## src/teq_pkg.sv

```systemverilog
// Package for the timer expiry queue: command and status codes, word and
// cell entry types shared by the cell chain, controller and checker.
// No dependencies.
package teq_pkg;

    localparam int ID_W   = 5;
    localparam int TIME_W = 32;

    typedef enum logic [1:0] {
        CMD_ARM    = 2'd0,
        CMD_CANCEL = 2'd1,
        CMD_EXPIRE = 2'd2,
        CMD_QUERY  = 2'd3
    } t_cmd_code;

    typedef enum logic [1:0] {
        ST_OK    = 2'd0,
        ST_ERROR = 2'd1,
        ST_NONE  = 2'd2
    } t_status_code;

    typedef enum logic [0:0] {
        S_IDLE   = 1'b0,
        S_EXPIRE = 1'b1
    } t_state;

    typedef enum logic [1:0] {
        OP_HOLD   = 2'd0,
        OP_INSERT = 2'd1,
        OP_REMOVE = 2'd2
    } t_chain_op;

    typedef struct packed {
        logic [1:0]        cmd;
        logic [ID_W-1:0]   timer_id;
        logic [TIME_W-1:0] expiry;
        logic [TIME_W-1:0] now;
    } t_in_word;

    typedef struct packed {
        logic [1:0]        status;
        logic              expired_valid;
        logic [ID_W-1:0]   expired_id;
        logic              has_timer;
        logic [TIME_W-1:0] delta;
        logic              last;
    } t_out_word;

    typedef struct packed {
        logic              valid;
        logic [ID_W-1:0]   id;
        logic [TIME_W-1:0] expiry;
    } t_entry;

    typedef struct packed {
        t_chain_op         op;
        logic [ID_W-1:0]   key_id;
        logic [TIME_W-1:0] key_exp;
    } t_chain_cmd;

endpackage

```

## src/teq_cell.sv

```systemverilog
// One cell of the sorted timer chain: holds a single timer entry and
// shifts towards its neighbours on insert and remove. Depends on teq_pkg.
module teq_cell (
    input  logic                i_clk,
    input  logic                i_rst_n,
    input  teq_pkg::t_chain_cmd i_cmd,
    input  teq_pkg::t_entry     i_left,
    input  logic                i_left_after,
    input  teq_pkg::t_entry     i_right,
    input  logic                i_rm_in,
    output teq_pkg::t_entry     o_entry,
    output logic                o_after,
    output logic                o_rm_out
);
    import teq_pkg::*;

    logic              r_valid;
    logic [ID_W-1:0]   r_id;
    logic [TIME_W-1:0] r_exp;
    t_entry            n_entry;
    logic              match;

    // Entry sorts after the key when empty or strictly later, so equal
    // expiries keep arming order.
    assign o_after  = !r_valid || (r_exp > i_cmd.key_exp);
    assign match    = r_valid && (r_id == i_cmd.key_id);
    assign o_rm_out = i_rm_in || match;
    assign o_entry  = '{valid: r_valid, id: r_id, expiry: r_exp};

    always_comb begin
        n_entry = o_entry;
        case (i_cmd.op)
            OP_INSERT: begin
                if (o_after && !i_left_after) begin
                    n_entry = '{valid: 1'b1, id: i_cmd.key_id, expiry: i_cmd.key_exp};
                end else if (o_after) begin
                    n_entry = i_left;
                end
            end
            OP_REMOVE: begin
                if (o_rm_out) begin
                    n_entry = i_right;
                end
            end
            default: begin
                n_entry = o_entry;
            end
        endcase
    end

    always_ff @(posedge i_clk) begin
        if (!i_rst_n) begin
            r_valid <= 1'b0;
        end else begin
            r_valid <= n_entry.valid;
        end
    end

    always_ff @(posedge i_clk) begin
        r_id  <= n_entry.id;
        r_exp <= n_entry.expiry;
    end

endmodule

```

## src/teq_ctrl.sv

```systemverilog
// Controller for the timer expiry queue: command decode, expire sequencer
// and output register. Drives the broadcast command of the cell chain.
// Depends on teq_pkg.
module teq_ctrl #(
    parameter int TIMER_SLOTS = 32
) (
    input  logic                i_clk,
    input  logic                i_rst_n,
    input  logic                i_in_valid,
    output logic                o_in_stall,
    input  teq_pkg::t_in_word   i_in_word,
    output logic                o_out_valid,
    input  logic                i_out_stall,
    output teq_pkg::t_out_word  o_out_word,
    input  teq_pkg::t_entry     i_head,
    input  teq_pkg::t_entry     i_second,
    input  logic                i_hit,
    input  logic                i_full,
    output teq_pkg::t_chain_cmd o_chain
);
    import teq_pkg::*;

    t_state            r_state, n_state;
    logic              r_out_valid, n_out_valid;
    t_out_word         r_out, n_out;
    logic [TIME_W-1:0] r_now;
    logic              out_free;
    logic              accept;
    logic              fire;
    logic              next_fire;
    logic              in_range;
    logic              overdue;

    assign out_free   = !r_out_valid || !i_out_stall;
    assign accept     = (r_state == S_IDLE) && i_in_valid && out_free;
    assign o_in_stall = !((r_state == S_IDLE) && out_free);
    assign fire       = i_head.valid && (i_head.expiry <= r_now);
    assign next_fire  = i_second.valid && (i_second.expiry <= r_now);
    assign in_range   = 32'(i_in_word.timer_id) < TIMER_SLOTS;
    assign overdue    = i_head.expiry < i_in_word.now;
    assign o_out_valid = r_out_valid;
    assign o_out_word  = r_out;

    always_comb begin
        n_state = r_state;
        case (r_state)
            S_IDLE: begin
                if (accept && (i_in_word.cmd == CMD_EXPIRE)) begin
                    n_state = S_EXPIRE;
                end
            end
            S_EXPIRE: begin
                if (out_free && (!fire || !next_fire)) begin
                    n_state = S_IDLE;
                end
            end
            default: begin
                n_state = S_IDLE;
            end
        endcase
    end

    always_comb begin
        n_out_valid     = r_out_valid && i_out_stall;
        n_out           = r_out;
        o_chain.op      = OP_HOLD;
        o_chain.key_id  = i_in_word.timer_id;
        o_chain.key_exp = i_in_word.expiry;
        case (r_state)
            S_IDLE: begin
                if (accept) begin
                    n_out      = '0;
                    n_out.last = 1'b1;
                    case (i_in_word.cmd)
                        CMD_ARM: begin
                            n_out_valid = 1'b1;
                            if (!in_range || i_hit || i_full) begin
                                n_out.status = ST_ERROR;
                            end else begin
                                n_out.status = ST_OK;
                                o_chain.op   = OP_INSERT;
                            end
                        end
                        CMD_CANCEL: begin
                            n_out_valid = 1'b1;
                            if (!i_hit) begin
                                n_out.status = ST_ERROR;
                            end else begin
                                n_out.status = ST_OK;
                                o_chain.op   = OP_REMOVE;
                            end
                        end
                        CMD_QUERY: begin
                            n_out_valid     = 1'b1;
                            n_out.status    = ST_OK;
                            n_out.has_timer = i_head.valid;
                            if (i_head.valid && !overdue) begin
                                n_out.delta = i_head.expiry - i_in_word.now;
                            end
                        end
                        default: begin
                            // expire: results follow from the sequencer
                            n_out = r_out;
                        end
                    endcase
                end
            end
            S_EXPIRE: begin
                if (out_free) begin
                    n_out_valid = 1'b1;
                    n_out       = '0;
                    if (fire) begin
                        // pop the head: remove by its own id
                        o_chain.op          = OP_REMOVE;
                        o_chain.key_id      = i_head.id;
                        n_out.status        = ST_OK;
                        n_out.expired_valid = 1'b1;
                        n_out.expired_id    = i_head.id;
                        n_out.last          = !next_fire;
                    end else begin
                        n_out.status = ST_NONE;
                        n_out.last   = 1'b1;
                    end
                end
            end
            default: begin
                n_out_valid = r_out_valid && i_out_stall;
            end
        endcase
    end

    always_ff @(posedge i_clk) begin
        if (!i_rst_n) begin
            r_state     <= S_IDLE;
            r_out_valid <= 1'b0;
        end else begin
            r_state     <= n_state;
            r_out_valid <= n_out_valid;
        end
    end

    always_ff @(posedge i_clk) begin
        r_out <= n_out;
        if (accept) begin
            r_now <= i_in_word.now;
        end
    end

endmodule

```

## src/timer_expiry_queue_core.sv

```systemverilog
// Timer expiry queue: a chain of TIMER_SLOTS cells kept sorted by expiry.
// Arm, cancel and query give their word in the cycle after acceptance.
// Expire is accepted first, then gives one word per cycle, while the output
// is not stalled, for each fired timer (or one "nothing expired" word); input
// is held meanwhile. One arm, cancel or query per cycle while not stalled.
// Reset (synchronous, active low) empties every cell and idles the controller.
module timer_expiry_queue_core #(
    parameter int TIMER_SLOTS = 32
) (
    input  logic               i_clk,
    input  logic               i_rst_n,
    input  logic               i_in_valid,
    output logic               o_in_stall,
    input  teq_pkg::t_in_word  i_in_word,
    output logic               o_out_valid,
    input  logic               i_out_stall,
    output teq_pkg::t_out_word o_out_word
);
    import teq_pkg::*;

    t_chain_cmd chain_cmd;
    t_entry     entries [TIMER_SLOTS];
    logic       after   [TIMER_SLOTS];
    logic       rm      [TIMER_SLOTS];

    for (genvar g = 0; g < TIMER_SLOTS; g++) begin : g_cell
        t_entry left_e;
        t_entry right_e;
        logic   left_after;
        logic   rm_in;

        if (g == 0) begin : g_first
            assign left_e     = '0;
            assign left_after = 1'b0;
            assign rm_in      = 1'b0;
        end else begin : g_inner
            assign left_e     = entries[g-1];
            assign left_after = after[g-1];
            assign rm_in      = rm[g-1];
        end

        if (g == TIMER_SLOTS - 1) begin : g_last
            assign right_e = '0;
        end else begin : g_mid
            assign right_e = entries[g+1];
        end

        teq_cell u_cell (
            .i_clk        (i_clk),
            .i_rst_n      (i_rst_n),
            .i_cmd        (chain_cmd),
            .i_left       (left_e),
            .i_left_after (left_after),
            .i_right      (right_e),
            .i_rm_in      (rm_in),
            .o_entry      (entries[g]),
            .o_after      (after[g]),
            .o_rm_out     (rm[g])
        );
    end

    teq_ctrl #(
        .TIMER_SLOTS (TIMER_SLOTS)
    ) u_ctrl (
        .i_clk       (i_clk),
        .i_rst_n     (i_rst_n),
        .i_in_valid  (i_in_valid),
        .o_in_stall  (o_in_stall),
        .i_in_word   (i_in_word),
        .o_out_valid (o_out_valid),
        .i_out_stall (i_out_stall),
        .o_out_word  (o_out_word),
        .i_head      (entries[0]),
        .i_second    (entries[1]),
        .i_hit       (rm[TIMER_SLOTS-1]),
        .i_full      (entries[TIMER_SLOTS-1].valid),
        .o_chain     (chain_cmd)
    );

endmodule

```

## config.mk

```make
export PLATFORM = sky130hd
export DESIGN_NAME = timer_expiry_queue_core
export DESIGN_NICKNAME = d
export VERILOG_FILES = /design/src/teq_pkg.sv /design/src/teq_cell.sv /design/src/teq_ctrl.sv /design/src/timer_expiry_queue_core.sv
export SDC_FILE = /design/constraint.sdc
export NUM_CORES = 2
export LEC_CHECK = 0
export BUFFER_PORTS_ARGS = -buffer_cell sky130_fd_sc_hd__buf_2
export CAP_MARGIN = 25
export CORE_MARGIN = 5
export CORE_UTILIZATION = 55
export DETAILED_ROUTE_END_ITERATION = 6
export PLACE_DENSITY = 0.71
export SYNTH_ARGS = -nofsm -noshare
export SYNTH_HDL_FRONTEND = slang
export SYNTH_SLANG_ARGS = --single-unit
```

## constraint.sdc

```tcl
create_clock -name i_clk -period 13.1 [get_ports i_clk]
set_input_delay 3.275 -clock i_clk [delete_from_list [all_inputs] [get_ports i_clk]]
set_output_delay 3.275 -clock i_clk [all_outputs]
set_load 0.02 [all_outputs]
```

# [Word-level counts from Yosys, hierarchy flattened]
# Index checks and enable logic that the tools add are counted.
[word_totals] output_inout_bits=44 regBits=1292 in_bits=75
[op_classes] n_addsub=1 n_eq_ne=106 n_lt_le_gt_ge=35 n_mux=155 bitwise_logic=1 n_reduce_logical=246
[op_table] cell="two-way mux 38 bit" n=95
[op_table] cell="one-hot mux 38 bit (2 select lines)" n=32
[op_table] cell="> comparator 32 bit" n=32
[op_table] cell="equality test 5 bit" n=32
[op_table] cell="AND reduction 3 bit" n=35
[op_table] cell="inequality test 3 x 1 -> 1 bit, second input constant" n=31
[op_table] cell="two-way mux 42 bit" n=2
[op_table] cell="one-hot mux 42 bit (2 select lines)" n=1
[op_table] cell="logical AND 1 bit" n=72
[op_table] cell="zero test 1 bit" n=69
[op_table] cell="inequality test 2 x 1 -> 1 bit, second input constant" n=34
[op_table] cell="logical OR 1 bit" n=66
[op_table] cell="one-hot mux 33 bit (2 select lines)" n=1
[op_table] cell="<= comparator 32 bit" n=2
[op_table] cell="less-than comparator 32 bit" n=1
[op_table] cell="two-way mux 32 bit" n=1
[op_table] cell="subtractor 32 bit" n=1
[op_table] cell="two-way mux 7 bit" n=2
[op_table] cell="two-way mux 6 bit" n=2
[op_table] cell="two-way mux 1 bit" n=10
[op_table] cell="one-hot mux 2 bit (2 select lines)" n=2
[op_table] cell="equality test 2 bit, second input constant" n=3
[op_table] cell="two-way mux 2 bit" n=3
[op_table] cell="one-hot mux 2 bit (3 select lines)" n=1
[op_table] cell="11 further kinds" n=14

# [Depth between registers and ports, before layout]
[logic_depth] depth_word=46 ltp_mapped=28 mapped_depth_nobuf=21

# [Modules after synthesis]
# A second synthesis with hierarchy kept.
[hier_totals] hier_cells=10388 area_unflattened_um2=101344.7
[by_module_without_submodules] module="teq_cell" cells_per_inst=305 n_inst=32 area_each_um2=2974.1 seq_area_each_um2=1131.1
[by_module_without_submodules] module="teq_ctrl" cells_per_inst=627 n_inst=1 area_each_um2=6169.7 seq_area_each_um2=2262.2
[by_module_without_submodules] module="timer_expiry_queue_core" cells_per_inst=1 n_inst=1 area_each_um2=3.8 seq_area_each_um2=0.0

# [Least setup slack after synthesis]
# Ideal clock, no wire load.
[synth_timing] path_type="input port to flip-flop" start="input port i_out_stall" end="register g_cell[22].u_cell.r_exp[0], enable pin" path_slack_ns=2.453 t_required_ns=12.603 path_buffers=3 arrival_time_ns=10.150 path_stages=18 setup_time_ns=0.497 path_cell_list="nand2_1 > nand2_1 > nor4_1 > nor2_1 > buf_2 > xor2_1 > nor4_1 > nor3_1 > or3b_1 > or3_1 > or4_1 > ha_1 > clkbuf_1 > and2_1 > clkbuf_1 > nand4_1 > nor4_1 > a221oi_1"
[synth_between] elab_chain_len=45 elab_cells_between_ends=112 classes_between="36 x eq/ne; 7 x mux; 69 x reduce/logical"
[synth_lines] element="start: declaration" line_no="timer_expiry_queue_core.sv:16" rtl="input logic i_out_stall,"
[synth_lines] element="zero test 1 bit (*)" line_no="teq_ctrl.sv:34" rtl="assign out_free = !r_out_valid || !i_out_stall;"
[synth_lines] element="logical OR 1 bit (*)" line_no="teq_ctrl.sv:34"
[synth_lines] element="two-way mux 7 bit" line_no="teq_ctrl.sv:109" rtl="if (out_free) begin"
[synth_lines] element="two-way mux 5 bit" line_no="teq_ctrl.sv:69" rtl="case (r_state)"
[synth_lines] element="equality test 5 bit" line_no="teq_cell.sv:26" rtl="assign match = r_valid && (r_id == i_cmd.key_id);"
[synth_lines] element="logical AND 1 bit" line_no="teq_cell.sv:26"
[synth_lines] element="logical OR 1 bit (31 in series)" line_no="teq_cell.sv:27" rtl="assign o_rm_out = i_rm_in || match;"
[synth_lines] element="logical OR 1 bit" line_no="teq_ctrl.sv:77" rtl="if (!in_range || i_hit || i_full) begin"
[synth_lines] element="two-way mux 1 bit" line_no="teq_ctrl.sv:77"
[synth_lines] element="one-hot mux 2 bit (2 select lines)" line_no="teq_ctrl.sv:74" rtl="case (i_in_word.cmd)"
[synth_lines] element="two-way mux 2 bit" line_no="teq_ctrl.sv:71" rtl="if (accept) begin"
[synth_lines] element="one-hot mux 2 bit (2 select lines)" line_no="teq_ctrl.sv:69"
[synth_lines] element="equality test 2 x 1 -> 1 bit / equality test 2 bit (equally long branches)" line_no="teq_cell.sv:32" rtl="case (i_cmd.op)"
[synth_lines] element="inequality test 3 x 1 -> 1 bit (no source line), or another cell as far along"
[synth_lines] element="AND reduction 3 bit (no source line) (*)"
[synth_lines] element="end signal: assignment" line_no="teq_cell.sv:61" rtl="r_exp <= n_entry.expiry;"
[synth_lines] element="end: declaration" line_no="teq_cell.sv:19" rtl="logic [TIME_W-1:0] r_exp;"
# Every way passes the cells marked *; elsewhere a longest branch is shown, timed or not.
# A chain may end at the register's enable or synchronous reset.

==> impl_metrics.tcl <==
set metrics [dict create \
    synth_nets 10400 \
    cts_buffers 151 \
    vias 78500 \
    hold_path.class "flop to flop" \
    io_pins 119 \
    die-width_um 422 \
    grtUsageTotal_pct 36.0 \
    grt_start_max_net_pins 281 \
    p_per_area_nw_per_um2 109 \
    dpl.hpwl_mm 235 \
    synth_seq_area_share_pct 41.2 \
    cts_resized 0 \
    hold_viol 0 \
    drtIter0Drc 9939 \
    cpMaxStageDelayCell "buf_4" \
    overflow 0 \
    fin_crit_ps 10620 \
    required_ps 13590 \
    place_congestion 0.981 \
    fin_nets 10300 \
    worst_path_most_repeated_cell "or3_1" \
    tightest_slew_ps 1150 \
    dieArea_um2 178000 \
    maxSlewViolCount 0 \
    ir_drop_v 0.000127 \
    synth_warnings 0 \
    synth_flop_cell "edfxtp_1" \
    wl_per_cell_um 29.1 \
    arrival_ps 11110 \
    ys_ff_latch 1292 \
    synth.most_common_cell "o21ai_0" \
    max_cap_violations 0 \
    critPathCaptureType "flop" \
    core-area_um2 169000 \
    yosysTopAreaCellShare_pct 40.5 \
    syn_inst 9234 \
    status "finished with violations" \
    crit_path_cell_trace "buf_2 > nand2_1 > and2_1 > nand4_1 > nand2_1 > xnor2_1 > or3_1 > nand3_1 > or3_1 > or3_1 > or4_1 > ha_4 > buf_12 > buf_4 > buf_4 > o21ai_0" \
    cts_setup_buffers 0 \
    grt_pass1_vias 77900 \
    yosysTopAreaCell "edfxtp_1" \
    finalSetupViolations 0 \
    postCtsHoldBufs 0 \
    clockBufferDepth 3 \
    violations "design-rule violations" \
    synthTopCellsByArea "edfxtp_1 40%, ha_1 15%, mux2i_1 12%" \
    drive_gt1_share_pct 7.25 \
    cpPeakStageDelay_ps 900 \
    start_util_pct 55.2 \
    skew_ps 36.9 \
    max_freq_mhz 94.2 \
    die_y_um 422 \
    num_rows 151 \
    worst-path-max-fanout 280 \
    slew_headroom_pct 22.6 \
    finalCritPeriodShare_pct 81.1 \
    drc 2 \
    crit_type "input pin to flop" \
    io_buffer_count 118 \
    power.leakage_nw 44.8 \
    syn-cell-area_um2 93300 \
    root_buffer "clkbuf_16" \
    synthDistinctLibCells 86 \
    avgSynthCellArea_um2 10.1 \
    clock_sinks 1292 \
    syn2layout_area_growth_pct 8.86 \
    clk_pin_slew_ps 60 \
    hold_slack_ps 481 \
    via_per_inst 6.85 \
    rsz0062_at_grt "false" \
    crit_path_start_kind "input pin" \
    antenna_found_initial 23 \
    drtPass1Iterations 7 \
    wl_mm 333 \
    clkLatencyLatePin_ps 810 \
    synth_commonest_cells "1,365 x o21ai_0, 1,258 x edfxtp_1, 1,234 x nand2_1" \
    synth_edf_count 1258 \
    cts-htree-levels 4 \
    grt_pass1_wl_mm 490 \
    fin_tns_setup_ps 0 \
    cts_tree "yes" \
    async_flop_share_pct 0 \
    ant_nets 0 \
]
path summary, 6_finish.rpt:
kind	from	to	slack [ps]	cells past startpoint
worst min register to register	g_cell[26].u_cell.r_valid	g_cell[26].u_cell.r_valid	480	2
worst max register to register	g_cell[0].u_cell.r_exp[15]	g_cell[21].u_cell.r_exp[15]	3770	18
worst max-delay path	i_out_stall	g_cell[21].u_cell.r_exp[15]	2480	16
worst min-delay path	g_cell[26].u_cell.r_valid	g_cell[26].u_cell.r_valid	480	2
power by group:
part / switching (mW) / total, mW / leakage, nW / internal, mW
Combinational: 1.09 / 1.70 / 30.5 / 0.609
Sequential: 0.228 / 5.03 / 11.8 / 4.80
Clock: 1.82 / 4.34 / 2.41 / 2.52
registers in the layout (all words and copies together) (netlist names):
| register | cells |
|---|---|
| g_cell.u_cell.r_exp | 1024 |
| g_cell.u_cell.r_id | 160 |
| g_cell.u_cell.r_valid | 32 |
| u_ctrl.o_out_valid | 1 |
| u_ctrl.o_out_word | 42 |
| u_ctrl.r_now | 32 |
| u_ctrl.r_state | 1 |
final cells by class:
class	instances	area (µm²)
Clock buffer	193	4120
Multi-Input combinational cell	7171	52300
Inverter	178	668
Sequential cell	1292	38500
Clock inverter	83	847
Fill cell	13900	67500
Antenna cell	13	32.5
Timing Repair Buffer	307	2320
Tap cell	2218	2780
cells in the final DEF (no fill, tap or decap), drive strengths merged, types with 202 or more instances in the layout:
cell type,n
o21ai,1370
edfxtp,1258
nand2,1235
ha,1122
mux2i,1108
a21o,465
a21oi,396
buf,306
nand4,294
nor2,202
logic make-up (layout without fill, tap and decap cells):
logic type	count (synthesis)	count (layout)	share of synthesized area, %
other	0	13	0
adders and majority gates	1123	1123	15.1
muxes	1126	1126	12.1
DFF	1292	1292	41.2
buffers and inverters	771	761	3.15
xor gates and xnor gates	154	154	1.45
AOI/OAI and AO/OA	2612	2612	16.5
and+or+nand+nor	2156	2156	10.5
stage by stage:
stage | util [%] | std cells | power, mW | setup slack [ps] | area [µm²]
6_report | 60.1 | 11500 | 11.1 | 2480 | 102000
5_1_grt | 60.0 | 11400 | 11.4 | 2110 | 102000
3_3_place_gp | 56.9 | 11100 | 6.66 | 2200 | 96100
3_5_place_dp | 57.0 | 11200 | 6.75 | 1940 | 96300
4_1_cts | 59.9 | 11400 | 11.0 | 2810 | 101000
2_1_floorplan | - | 9234 | 6.09 | 2450 | 93300
worst max-delay path, delay by kind of cell:
kind	cells	cell delay, ps
buffers and inverters	4	2540
XOR/XNOR	1	110
adder cells (fa/ha/maj)	1	460
AO/OA/AOI/OAI	1	250
AND/OR/NAND/NOR	9	4040
per-layer routing:
metal | GRT usage, % | up-vias | part of all wire, %
li1 | - | 34600 | -
met1 | 44.0 | 37800 | 37
met2 | 56.6 | 4727 | 45
met3 | 9.65 | 1364 | 11
met4 | 22.7 | 12 | 7.4
met5 | 0 | - | 0.021
Note: power is estimated with default switching activity, not from simulation.
